### config.mk
export PLATFORM = sky130hd
export DESIGN_NAME = awla_front_flat
export DESIGN_NICKNAME = d
export VERILOG_FILES = /design/src/design/area_weighted_level_accumulator_macros.svh /design/src/design/awla_pkg.sv /design/src/design/awla_req_if.sv /design/src/design/awla_front.sv /design/src/flat_wrapper.sv
export SDC_FILE = /design/constraint.sdc
export NUM_CORES = 1
export LEC_CHECK = 0
export BUFFER_PORTS_ARGS = -buffer_cell sky130_fd_sc_hd__buf_2
export CAP_MARGIN = 40
export CORE_AREA = 2 2 78 80
export DETAILED_ROUTE_END_ITERATION = 7
export DIE_AREA = 0 0 80 82
export PLACE_DENSITY = 0.78
export SLEW_MARGIN = 0
export SYNTH_ARGS = -nofsm -noshare
export SYNTH_HDL_FRONTEND = slang
export SYNTH_SLANG_ARGS = --single-unit
### constraint.sdc
create_clock -name vclk -period 2.9
set_input_delay 0.145 -clock vclk [all_inputs]
set_output_delay 0.145 -clock vclk [all_outputs]
set_load 0.005 [all_outputs]
### src/design/area_weighted_level_accumulator_macros.svh
// assertion macros used by the accumulator sequencer
`ifndef AREA_WEIGHTED_LEVEL_ACCUMULATOR_MACROS_SVH
`define AREA_WEIGHTED_LEVEL_ACCUMULATOR_MACROS_SVH

// same-cycle implication, checked out of reset
`define AWLA_ASSERT_NOW(label, ante, cons, msg) \
    label: assert property (@(posedge i_clk) disable iff (!i_rst_n) (ante) |-> (cons)) \
        else $error(msg);

// next-cycle implication, checked out of reset
`define AWLA_ASSERT_NEXT(label, ante, cons, msg) \
    label: assert property (@(posedge i_clk) disable iff (!i_rst_n) (ante) |=> (cons)) \
        else $error(msg);

`endif

### src/design/awla_pkg.sv
// shared types and constants of the level accumulator
package awla_pkg;
    localparam int TICK_W  = 20;
    localparam int FRM_W   = 11;
    localparam int LVL_W   = 16;
    localparam int IDX_W   = 10;
    localparam int OUT_W   = 32;
    localparam int DIV_W   = 36;
    localparam int CFG_W   = 20;

    localparam logic CFG_TOTAL_TICKS   = 1'b0;
    localparam logic CFG_FRAMES_IN_USE = 1'b1;

    localparam logic OP_ADD  = 1'b0;
    localparam logic OP_READ = 1'b1;

    typedef enum logic [1:0] {
        CMD_ACK,
        CMD_ADD,
        CMD_READ
    } t_cmd_kind;

    typedef struct packed {
        t_cmd_kind                 kind;
        logic [TICK_W-1:0]         begin_tick;
        logic [TICK_W-1:0]         end_tick;
        logic signed [LVL_W-1:0]   lvl_l;
        logic signed [LVL_W-1:0]   lvl_r;
        logic [IDX_W-1:0]          frame_index;
        logic                      in_range;
    } t_cmd;

    typedef enum logic [3:0] {
        ST_CLEAR,
        ST_IDLE,
        ST_MUL_CUR,
        ST_DIV_CUR,
        ST_MUL_FS,
        ST_DIV_FS,
        ST_MUL_NXT,
        ST_DIV_NXT,
        ST_MUL_LVL,
        ST_DIV_LVL,
        ST_NEXT,
        ST_RD_DATA,
        ST_ACK
    } t_back_state;
endpackage

### src/design/awla_req_if.sv
// request channel of the level accumulator
interface awla_req_if;
    import awla_pkg::*;
    logic                    valid;
    logic                    ready;
    logic                    operation;
    logic [TICK_W-1:0]       start_tick;
    logic [TICK_W-1:0]       end_tick;
    logic signed [LVL_W-1:0] level_left;
    logic signed [LVL_W-1:0] level_right;
    logic [IDX_W-1:0]        frame_index;

    modport source (output valid, operation, start_tick, end_tick, level_left, level_right,
                    frame_index, input ready);
    modport sink (input valid, operation, start_tick, end_tick, level_left, level_right,
                  frame_index, output ready);
endinterface

### src/design/awla_front.sv
// request intake: tick masking, range check and command classification
module awla_front #(
    parameter int FRAME_DEPTH = 1024,
    parameter int TICK_BITS   = 20
) (
    awla_req_if.sink                     i_req,
    input  logic [awla_pkg::TICK_W-1:0]  i_total_ticks,
    input  logic [awla_pkg::FRM_W-1:0]   i_frames_in_use,
    input  logic                         i_full,
    input  logic                         i_clearing,
    output logic                         o_push,
    output awla_pkg::t_cmd               o_cmd
);
    import awla_pkg::*;

    localparam logic [TICK_W-1:0] TICK_MASK =
        (TICK_BITS >= TICK_W) ? {TICK_W{1'b1}} : TICK_W'((64'd1 << TICK_BITS) - 64'd1);

    logic [TICK_W-1:0] begin_m;
    logic [TICK_W-1:0] end_m;
    logic              skip;

    assign begin_m = i_req.start_tick & TICK_MASK;
    assign end_m   = i_req.end_tick & TICK_MASK;
    assign skip    = ((i_req.level_left == '0) && (i_req.level_right == '0))
                     || (i_total_ticks == '0) || (i_frames_in_use == '0)
                     || (end_m < begin_m);

    assign i_req.ready = !i_full && !i_clearing;
    assign o_push      = i_req.valid && i_req.ready;

    always_comb begin
        o_cmd.begin_tick  = begin_m;
        o_cmd.end_tick    = end_m;
        o_cmd.lvl_l       = i_req.level_left;
        o_cmd.lvl_r       = i_req.level_right;
        o_cmd.frame_index = i_req.frame_index;
        o_cmd.in_range    = (32'(i_req.frame_index) < FRAME_DEPTH);
        if (i_req.operation == OP_READ) begin
            o_cmd.kind = CMD_READ;
        end else if (skip) begin
            o_cmd.kind = CMD_ACK;
        end else begin
            o_cmd.kind = CMD_ADD;
        end
    end
endmodule

### src/flat_wrapper.sv
// flat-port wrapper written by rule: the top's interface ports become plain ports
module awla_front_flat import awla_pkg::*;
#(
    parameter int FRAME_DEPTH = 1024,
    parameter int TICK_BITS   = 20
)
  (i_total_ticks, i_frames_in_use, i_full, i_clearing, o_push, o_cmd, i_req_valid, i_req_operation, i_req_start_tick, i_req_end_tick, i_req_level_left, i_req_level_right, i_req_frame_index, i_req_ready);
  awla_req_if i_req_i ();
  input  logic [awla_pkg::TICK_W-1:0] i_total_ticks;
  input  logic [awla_pkg::FRM_W-1:0] i_frames_in_use;
  input  logic i_full;
  input  logic i_clearing;
  output logic o_push;
  output awla_pkg::t_cmd o_cmd;
  input wire logic [$bits(i_req_i.valid)-1:0] i_req_valid;
  input wire logic [$bits(i_req_i.operation)-1:0] i_req_operation;
  input wire logic [$bits(i_req_i.start_tick)-1:0] i_req_start_tick;
  input wire logic [$bits(i_req_i.end_tick)-1:0] i_req_end_tick;
  input wire logic [$bits(i_req_i.level_left)-1:0] i_req_level_left;
  input wire logic [$bits(i_req_i.level_right)-1:0] i_req_level_right;
  input wire logic [$bits(i_req_i.frame_index)-1:0] i_req_frame_index;
  output wire logic [$bits(i_req_i.ready)-1:0] i_req_ready;
  assign i_req_i.valid = i_req_valid;
  assign i_req_i.operation = i_req_operation;
  assign i_req_i.start_tick = i_req_start_tick;
  assign i_req_i.end_tick = i_req_end_tick;
  assign i_req_i.level_left = i_req_level_left;
  assign i_req_i.level_right = i_req_level_right;
  assign i_req_i.frame_index = i_req_frame_index;
  assign i_req_ready = i_req_i.ready;
  awla_front #(.FRAME_DEPTH(FRAME_DEPTH), .TICK_BITS(TICK_BITS)) u_core (.i_req(i_req_i), .i_total_ticks(i_total_ticks), .i_frames_in_use(i_frames_in_use), .i_full(i_full), .i_clearing(i_clearing), .o_push(o_push), .o_cmd(o_cmd));
endmodule
==> impl_metrics.yaml <==
final_layout:
  synthToLayoutAreaGrowth_pct: 30.2
  layout.cells.non_filler: 350
  n_fill_cell: 654
  fin_util: 0.284
  fin_area_um2: 1630
  drive_above_1_share: 0.673
  final.clkbuf_count: 0
  final-seq-area_um2: 0
  layout.nets: 413
  seq_cells: 0
  diodes: 0
grt:
  grt_first_pass_wirelength_mm: 5.72
  grt_pass1_vias: 1324
  grt_max_degree: 4
  track_usage: 0.109
  antenna_found_initial: 0
  grt-ovfl-total: 0
setup_path:
  path_class: "input port to output pin"
  critical_path_required_ps: 2760
  cp_num_cells: 9
  critPathBufInv: 3
  crit_arrival_ps: 1640
  worstSetupStartpointType: "input port"
  cpLargestDelayFamily: "compound AO/OA/AOI/OAI gates"
  crit_slowest_cell: "nor4_1"
  cpPeakStageDelay_ps: 330
  crit_chain: "buf_2 -> inv_1 -> ha_1 -> nand2_1 -> o21ai_1 -> a41oi_1 -> nor4_1 -> o31a_1 -> buf_2"
  cp-end-kind: "output pin"
  crit_path_frequent_cell: "buf_2"
  crit_fanout: 3
sta:
  fmax_mhz: 560
  whs_ps: 290
  finalSetupViolCount: 0
  fin_crit_sh: 0.615
  finalCriticalPeriod_ps: 1780
  finalSetupTns_ps: 0
  drv_slew: 0
  hold_viol_final: 0
  rsz0062_at_grt: "false"
  finalWorstSetupSlack_ps: 1120
route:
  vias_per_cell: 4.18
  ant_nets: 0
  wire_per_inst_um: 11.9
  drc: 0
  vias: 1462
  drt_iter0_markers: 13
  drt-total-wl_mm: 4.18
  first_pass_iters: 4
die:
  initial_core_util: 0.218
  rows: 28
  core_area_um2: 5750
  ios: 204
  dieArea_um2: 6560
  die_x_um: 80
  die_h_um: 82
clock_tree:
  ctsHoldBuffers: 0
  postCtsSetupBuffers: 0
  post_cts_resized: 0
pwr:
  power_mw: 0.214
  ir_worst_vdd_v: 0.0000506
  p_per_area_nw_per_um2: 131
  leakagePower_nw: 1.04
place:
  numPortBuffers: 183
  gp_congestion: 0.826
  place_area_um2: 1630
  hpwl_mm: 4.06
  post-place-ws_ps: 1090
  dp_cells: 350
hold_path:
  min_to: "o_cmd[4]"
  min_path_cells: 0
  hold_path.class: "input port to output pin"
  hp-start: "i_req_frame_index[3]"
synthesis:
  synthCells: 176
  synth_area_um2: 1250
  synth_nets: 312
  synth_area_leader_cell: "buf_4"
  syn-mean-instance-area_um2: 7.13
  synth.top_cell.area_share: 0.502
  yosys_warnings: 0
  ys_types: 21
  ys_seq_area_frac: 0
  yosys-top-cells-area: "buf_4, ha_1, nor4_1"
job:
  cap_violations: 0
run_status:
  status: "complete, no violations"
[how the worst max path moves through the flow]
stage / startpoint / end / slack, ps
4_1_cts: i_req_start_tick[9] / o_cmd[83] / 1090
3_3_place_gp: i_req_end_tick[11] / o_cmd[83] / 1100
5_1_grt: i_req_start_tick[13] / o_cmd[83] / 980
3_5_place_dp: i_req_start_tick[9] / o_cmd[83] / 1090
2_1_floorplan: i_req_start_tick[9] / o_cmd[83] / 1570
6_report: i_req_start_tick[11] / o_cmd[83] / 1120
[cells in the final DEF, fill, tap and decap left out]
cell      Yosys  layout
nor2_1        4       4
nand4_1       4       4
conb_1        1       1
buf_2         0     183
inv_1        19      19
nand2_1       4       4
a21oi_1       6       6
o31a_1        1       1
ha_1         19      19
and2_1        1       1
o21ai_1       2       2
nor3b_2       1       1
and3_1        1       1
nor4_1       16      16
a211oi_2      1       1
a41oi_1       1       1
o21ai_0       5       5
nor2b_1       1       1
a211oi_1      1       1
a31oi_1       2       2
nor3_1        2       2
[cell usage after synthesis]
cell type,n
nand4_1,4
o21ai_1,2
nor4_1,16
nor3_1,2
o21ai_0,5
inv_1,19
nand2_1,4
nor2b_1,1
a211oi_1,1
conb_1,1
a211oi_2,1
nor2_1,4
buf_4,84
a41oi_1,1
a21oi_1,6
and3_1,1
o31a_1,1
a31oi_1,2
nor3b_2,1
ha_1,19
and2_1,1
[layout make-up]
type / instances / area, um^2 / area share
multi-input combinational: 73 / 553 / 0.338
timing repair buffer: 183 / 916 / 0.560
inverter: 19 / 71.3 / 0.0436
tap: 75 / 93.8 / 0.0574
[logic make-up (layout without fill, tap and decap cells)]
| family | count (synthesis) | in the layout | synth area share |
|---|---|---|---|
| other | 1 | 1 | 0.00299 |
| and+or+nand+nor | 34 | 34 | 0.157 |
| AOI/OAI and AO/OA | 19 | 19 | 0.0917 |
| adders and majority gates | 19 | 19 | 0.189 |
| buffers and inverters | 103 | 202 | 0.559 |
[per-layer routing]
metal / track usage / up-vias / wire [um]
met5: 0 / - / 0
met4: 0 / 0 / 0
met3: 0.0330 / 0 / 555
met2: 0.236 / 96 / 2220
met1: 0.106 / 654 / 1400
li1: - / 712 / -
[power breakdown]
group / internal [mW] / switching (mW)
Clock: 0 / 0
Combinational: 0.117 / 0.0977
Sequential: 0 / 0
Total: 0.117 / 0.0977
Power figures use the tool's default switching activity.
