===== src/design/area_weighted_level_accumulator_macros.svh =====
// assertion macros used by the accumulator sequencer
`ifndef AREA_WEIGHTED_LEVEL_ACCUMULATOR_MACROS_SVH
`define AREA_WEIGHTED_LEVEL_ACCUMULATOR_MACROS_SVH

// same-cycle implication, checked out of reset
`define AWLA_ASSERT_NOW(label, ante, cons, msg) \
    label: assert property (@(posedge i_clk) disable iff (!i_rst_n) (ante) |-> (cons)) \
        else $error(msg);

// next-cycle implication, checked out of reset
`define AWLA_ASSERT_NEXT(label, ante, cons, msg) \
    label: assert property (@(posedge i_clk) disable iff (!i_rst_n) (ante) |=> (cons)) \
        else $error(msg);

`endif


===== src/design/awla_pkg.sv =====
// shared types and constants of the level accumulator
package awla_pkg;
    localparam int TICK_W  = 20;
    localparam int FRM_W   = 11;
    localparam int LVL_W   = 16;
    localparam int IDX_W   = 10;
    localparam int OUT_W   = 32;
    localparam int DIV_W   = 36;
    localparam int CFG_W   = 20;

    localparam logic CFG_TOTAL_TICKS   = 1'b0;
    localparam logic CFG_FRAMES_IN_USE = 1'b1;

    localparam logic OP_ADD  = 1'b0;
    localparam logic OP_READ = 1'b1;

    typedef enum logic [1:0] {
        CMD_ACK,
        CMD_ADD,
        CMD_READ
    } t_cmd_kind;

    typedef struct packed {
        t_cmd_kind                 kind;
        logic [TICK_W-1:0]         begin_tick;
        logic [TICK_W-1:0]         end_tick;
        logic signed [LVL_W-1:0]   lvl_l;
        logic signed [LVL_W-1:0]   lvl_r;
        logic [IDX_W-1:0]          frame_index;
        logic                      in_range;
    } t_cmd;

    typedef enum logic [3:0] {
        ST_CLEAR,
        ST_IDLE,
        ST_MUL_CUR,
        ST_DIV_CUR,
        ST_MUL_FS,
        ST_DIV_FS,
        ST_MUL_NXT,
        ST_DIV_NXT,
        ST_MUL_LVL,
        ST_DIV_LVL,
        ST_NEXT,
        ST_RD_DATA,
        ST_ACK
    } t_back_state;
endpackage


===== src/design/awla_fifo.sv =====
// two-entry command queue between intake and sequencer
module awla_fifo (
    input  logic             i_clk,
    input  logic             i_rst_n,
    input  logic             i_push,
    input  awla_pkg::t_cmd   i_cmd,
    output logic             o_full,
    input  logic             i_pop,
    output logic             o_valid,
    output awla_pkg::t_cmd   o_cmd
);
    import awla_pkg::*;

    t_cmd       r_mem [2];
    logic       r_wp;
    logic       r_rp;
    logic [1:0] r_cnt;

    assign o_full  = (r_cnt == 2'd2);
    assign o_valid = (r_cnt != 2'd0);
    assign o_cmd   = r_mem[r_rp];

    always_ff @(posedge i_clk) begin
        if (i_push) begin
            r_mem[r_wp] <= i_cmd;
        end
    end

    always_ff @(posedge i_clk) begin
        if (!i_rst_n) begin
            r_wp  <= 1'b0;
            r_rp  <= 1'b0;
            r_cnt <= 2'd0;
        end else begin
            if (i_push) begin
                r_wp <= ~r_wp;
            end
            if (i_pop) begin
                r_rp <= ~r_rp;
            end
            r_cnt <= r_cnt + 2'(i_push) - 2'(i_pop);
        end
    end
endmodule


===== config.mk =====
export PLATFORM = sky130hd
export DESIGN_NAME = awla_fifo
export DESIGN_NICKNAME = d
export VERILOG_FILES = /design/src/design/area_weighted_level_accumulator_macros.svh /design/src/design/awla_pkg.sv /design/src/design/awla_fifo.sv
export SDC_FILE = /design/constraint.sdc
export NUM_CORES = 1
export LEC_CHECK = 0
export BUFFER_PORTS_ARGS = -buffer_cell sky130_fd_sc_hd__buf_2
export CORE_ASPECT_RATIO = 0.5
export CORE_MARGIN = 10
export CORE_UTILIZATION = 50
export CTS_BUF_LIST = sky130_fd_sc_hd__clkbuf_16
export DETAILED_ROUTE_END_ITERATION = 10
export HOLD_SLACK_MARGIN = 0.1
export PLACE_DENSITY_LB_ADDON = 0.12
export SYNTH_ARGS = -nofsm -noshare
export SYNTH_HDL_FRONTEND = slang
export SYNTH_SLANG_ARGS = --single-unit
export TNS_END_PERCENT = 100

===== constraint.sdc =====
create_clock -name i_clk -period 8.1 [get_ports i_clk]
set_input_delay 0.405 -clock i_clk [delete_from_list [all_inputs] [get_ports i_clk]]
set_output_delay 0.405 -clock i_clk [all_outputs]
set_load 0.05 [all_outputs]

==> run metrics, run 1 <==
post-DR vias/cell=about 5; max-cap violation count=0; Sum Neg Setup Slack=0 ps; drt first pass iters=4; total wire length=around 13 mm; RD Place Congestion=0.761; Post-CTS Setup Inserts=0; Min-Delay Path Class=in -> reg; leakage=between 3 and 4 nW; Yosys cell types=15; post-CTS sizing=0; die width=approximately 180 µm; pin count of the biggest net entering global routing=86; clk buf depth=2; clk_lat worst skew=approximately 400 ps; CP max-delay cell=dfxtp_4; arrival time at the worst endpoint=2230 ps; final hold vios=0; post-route setup slack=about 5500 ps; net switching power=0.000589 W; routed vias=approximately 3200; cell depth of the worst hold path=1; Critical Path RT=7700 ps; Syn Std Cell Area=approximately 0.0064 mm²; Reg power frac=0.486; first-pass GRT wire length=approximately 19 mm; GRT Util Overall=0.140; CTS root buf=clkbuf_16; nets=562; max frequency=between 300 and 400 MHz; antenna violations before repair=1; yosys warns=0; CTS tree=built; H-Tree Level Count=4; number of I/O port buffers=175; critical path startpoint category=register; Critical Path End Type=primary output; RSZ-0062 raised after global routing=no; Initial DRC Count=145; Detail Placement HPWL=between 8 and 9 mm; Hold Path Origin=i_cmd[33]; Synth Instances=approximately 290; Worst R2R End=r_mem[0][63]; Comb power frac=0.147; CTS Buf Count=17; Die Ht=~100 µm; vias in the first global route=between 3000 and 4000; slowest stage delay, CP=around 1100 ps; DRC errors left=0; # hold bufs at CTS=0; period utilization=0.325; die area=0.0179 mm²; status=finished, final reports clean; most area-consuming cells after synthesis=edfxtp_1 80%, mux2_1 8.8%, mux2_2 6.2%; Ports=~180; Fillers=916; kind of critical path=reg -> out; Initial Util=0.507; post-synth top area share=0.802; Peak VDD IR=0.147 mV; Seq cells post-synth=around 180; Post-Synthesis Mean Instance Area=22.3 µm²; pwr/cell area=~280 mW/mm²; grt ovf=0; Net Sw Frac=0.266; pre-CTS setup slack=slightly below 6000 ps; post-layout util=0.637; Slew headroom=0.207; row count=29; post-synth top area cell=edfxtp_1; routed len/inst=between 15 and 20 µm; fraction of layout cells with a size suffix above 1=0.505; min cycle time layout=roughly 2600 ps; worst slew pin tran=between 1000 and 1500 ps; area grow syn2layout=25.5%; Clk pwr share=0.367; Clock Pin Slew Worst Setup and Hold Paths=about 70 ps; r2r worst-path depth=2; setup slack, reg-to-reg=a little over 6000 ps; core area=~0.013 mm²; Routed Antenna Nets=0; internal power=between 0.0015 and 0.002 W; WHS Endpoint=r_mem[0][33]; endpoints failing setup=0; Cell Chain, Critical Path=mux2_1, buf_2; Seq/Total Area, Yosys=0.817; Final Max Tran Viols=0; Reg2Reg Launch Point=r_wp; Post-Syn Nets=around 380; critical-path maximum fanout=85; final clock skew=6.09 ps; CTS sink cnt=around 180
worst max path at each step:
stage	slack, ps	endpoint	depth (start not counted)	startpoint
2_1_floorplan	3410	r_mem[0][0]	1	i_push
3_3_place_gp	5880	r_mem[0][37]	3	i_push
3_5_place_dp	5810	r_mem[0][40]	3	i_push
4_1_cts	5440	o_cmd[1]	2	register
5_1_grt	5350	o_cmd[9]	2	register
6_report	5470	o_cmd[35]	2	register
area by class of cell:
| type | count | area [µm²] | share of cell area |
|---|---|---|---|
| clock inverter | 14 | 168 | 0.0210 |
| tap | 170 | 213 | 0.0266 |
| multi-input combinational | 99 | 1090 | 0.136 |
| antenna | 1 | 2.50 | 0.000313 |
| inverter | 2 | 7.51 | 0.000939 |
| timing repair buffer | 176 | 883 | 0.110 |
| clock buffer | 17 | 425 | 0.0532 |
| sequential | 175 | 5210 | 0.651 |
flip-flops by register name, summed over array words and instances, names as in the netlist, named ones only:
register  count
r_rp          1
r_mem       170
r_wp          1
r_cnt         2
placed cells by master (no fill, tap or decap), types with 2 or more instances in the layout:
cell type     n
bufinv_16     3
clkinvlp_4    3
ha_1          2
nor2b_1       3
and2_1        3
buf_2       175
clkinv_2      2
mux2_2       35
mux2_1       50
inv_1         3
clkbuf_16    17
inv_6         2
edfxtp_1    170
dfxtp_1       4
power groups by stage:
stage | sequential [W] | combinational, W | clock, W
global route | 0.00108 | 0.000343 | 0.000867
CTS | 0.00108 | 0.000332 | 0.000830
global placement | 0.00109 | 0.000324 | 0
floorplan | 0.00108 | 0.000260 | 0
detailed placement | 0.00110 | 0.000330 | 0
finish | 0.00108 | 0.000326 | 0.000811
worst max-delay path, delay by kind of cell, from the launching register on:
family	cells	cell delay [ps]
DFF	1	1100
muxes	1	430
buffers and inverters	1	230
per-stage QoR:
step / instance area, µm² / hold slack (ps) / instances / power [W]
CTS: 7990 / 166 / 653 / 0.00224
detailed placement: 7400 / 564 / 622 / 0.00143
floorplan: 6370 / 504 / 285 / 0.00134
finish: 8000 / 183 / 654 / 0.00221
global placement: 7400 / 560 / 622 / 0.00142
global route: 7990 / 165 / 653 / 0.00229
Yosys cell counts:
cell,count
inv_1,2
buf_4,1
mux2_2,35
or2_2,1
edfxtp_1,170
buf_2,3
mux2_1,50
and2_1,4
buf_6,5
ha_1,2
xor2_1,1
xnor3_1,1
o21a_1,1
nor2b_1,4
dfxtp_1,5
kinds of logic after synthesis:
logic type / after synthesis / share of synthesized area
simple gates: 9 / 0.00884
xor+xnor: 2 / 0.00491
flops: 175 / 0.817
mux: 85 / 0.150
buf+inv: 11 / 0.0136
fa+ha+maj: 2 / 0.00393
compound gates: 1 / 0.00118
routing by layer:
metal  track usage  vias up  routed length, µm
met1         0.151     1591               5100
met4        0.0455        0                 94
met3        0.0542        9                850
met2         0.250       97               6740
li1              -     1501                  -
met5             0        -                  0
(Power assumes the default switching activity.)
==> run 2: changes to the inputs <==
==> constraint.sdc (replaced) <==
create_clock -name i_clk -period 2.7 [get_ports i_clk]
set_input_delay 0.135 -clock i_clk [delete_from_list [all_inputs] [get_ports i_clk]]
set_output_delay 0.135 -clock i_clk [all_outputs]
set_load 0.05 [all_outputs]
==> run metrics, run 2 (synthesis results as in run 1) <==
arrival time at the worst endpoint=about 1800 ps; area grow syn2layout=40.3%; core area=about 0.013 mm²; Initial DRC Count=about 130; Routed Antenna Nets=0; clk_lat worst skew=about 400 ps; DRC errors left=0; leakage=3.42 nW; Initial Util=0.507; status=finished, final reports clean; total wire length=13.3 mm; fraction of layout cells with a size suffix above 1=0.432; pin count of the biggest net entering global routing=57; critical path startpoint category=register; Sum Neg Setup Slack=0 ps; routed len/inst=~18 µm; Min-Delay Path Class=in -> reg; final hold vios=0; Top Registers=r_mem x170, r_cnt x2; CTS Buf Count=17; Fillers=825; post-route cell area=just under 0.009 mm²; final clock skew=8.49 ps; Detail Placement HPWL=between 8 and 9 mm; Inserted Diodes=0; Slew headroom=0.497; Biggest register=r_mem; pwr/cell area=between 700 and 800 mW/mm²; CTS sink cnt=175; nets=approximately 660; max frequency=between 500 and 600 MHz; Placed Instance Area=around 0.0075 mm²; Critical Path RT=roughly 2600 ps; r2r worst-path depth=2; post-DR vias/cell=between 4 and 5; commonest non-fill, non-tap cells in the layout=175 x buf_2, 170 x edfxtp_1, 89 x dlygate4sd3_1, 50 x mux2_1, 35 x mux2_2; register area=between 0.005 and 0.006 mm²; critical-path maximum fanout=40; vias in the first global route=3975; Peak VDD IR=between 0.4 and 0.5 mV; drt first pass iters=4; multi-input logic area=approximately 0.0011 mm²; antenna violations before repair=0; clk buf depth=2; RD Place Congestion=approximately 0.73; most common cell after layout, fill and taps aside=buf_2; die width=180 µm; row count=29; max reg flops=170; Clock Pin Slew Worst Setup and Hold Paths=approximately 60 ps; period utilization=0.731; grt ovf=0; kind of critical path=reg -> out; Setup crit end=o_cmd[4]; first-pass GRT wire length=around 21 mm; RSZ-0062 raised after global routing=no; GRT Util Overall=0.146; number of I/O port buffers=roughly 180; die area=around 0.018 mm²; Critical Path End Type=primary output; setup slack, reg-to-reg=a little over 1000 ps; endpoints failing setup=0; H-Tree Level Count=4; CTS tree=built; worst slew pin tran=between 700 and 800 ps; post-CTS sizing=0; Reg2Reg Launch Point=r_wp; routed vias=approximately 3500; Worst R2R End=r_mem[1][44]; max-cap violation count=0; CTS root buf=clkbuf_16; Ports=176; Hold Path Origin=i_cmd[17]; min cycle time layout=roughly 2000 ps; Die Ht=~100 µm; Post-CTS Setup Inserts=0; Final Max Tran Viols=0
run 2: changes by cell type in the layout (fill, tap and decap cells not counted), sizes merged:
cell,before,now
bufinv,3,2
buf,176,180
dlygate4sd3,0,89
clkinv,4,8
diode,1,0
clkinvlp,3,1
run 2: metrics by stage:
stage	total power [W]	hold WS [ps]	std cells	utilization	setup slack, ps
2_1_floorplan	0.00400	234	285	-	678
3_3_place_gp	0.00425	322	626	0.594	1070
3_5_place_dp	0.00428	327	626	0.594	1020
4_1_cts	0.00676	425	747	0.711	696
5_1_grt	0.00694	436	747	0.711	616
6_report	0.00670	443	747	0.711	726
run 2: layer usage:
layer | global-route usage | wire (µm)
met3 | 0.0610 | 844
met4 | 0.0493 | 180
met2 | 0.270 | 7130
met1 | 0.149 | 5140
met5 | 0 | 0
run 2: worst max-delay path, stage by stage, from the launching register on:
cell and delay, ps:
dfxtp_4 360, buf_4 450, mux2_2 400, buf_2 220
run 2: repair_timing:
item                                   in CTS  in global routing
setup endpoints to repair                   0                  0
hold buffers                               89                  0
endpoints found under the hold margin     175                  0
run 2: cell type report:
type / count / area share
Clock inverter: 15 / 0.0181
Clock buffer: 17 / 0.0476
Inverter: 2 / 0.000840
Tap cell: 170 / 0.0238
Timing Repair Buffer: 269 / 0.205
Sequential cell: 175 / 0.583
Multi-Input combinational cell: 99 / 0.122
run 2: worst min path at each step:
stage | cells after the start | slack [ps] | endpoint
after global routing | 2 | 440 | r_mem[1][83]
after floorplan | 0 | 230 | r_mem[0][0]
after CTS | 2 | 430 | r_mem[1][17]
after detailed placement | 1 | 330 | r_mem[1][17]
final | 2 | 440 | r_mem[1][17]
after global placement | 1 | 320 | r_mem[1][9]
run 2: report_power, final:
group | internal (W) | leakage [nW] | switching, W
Sequential | 0.00314 | 1.64 | 0.0000377
Combinational | 0.000370 | 1.50 | 0.000773
Clock | 0.00138 | 0.285 | 0.00100
Total | 0.00489 | 3.42 | 0.00181
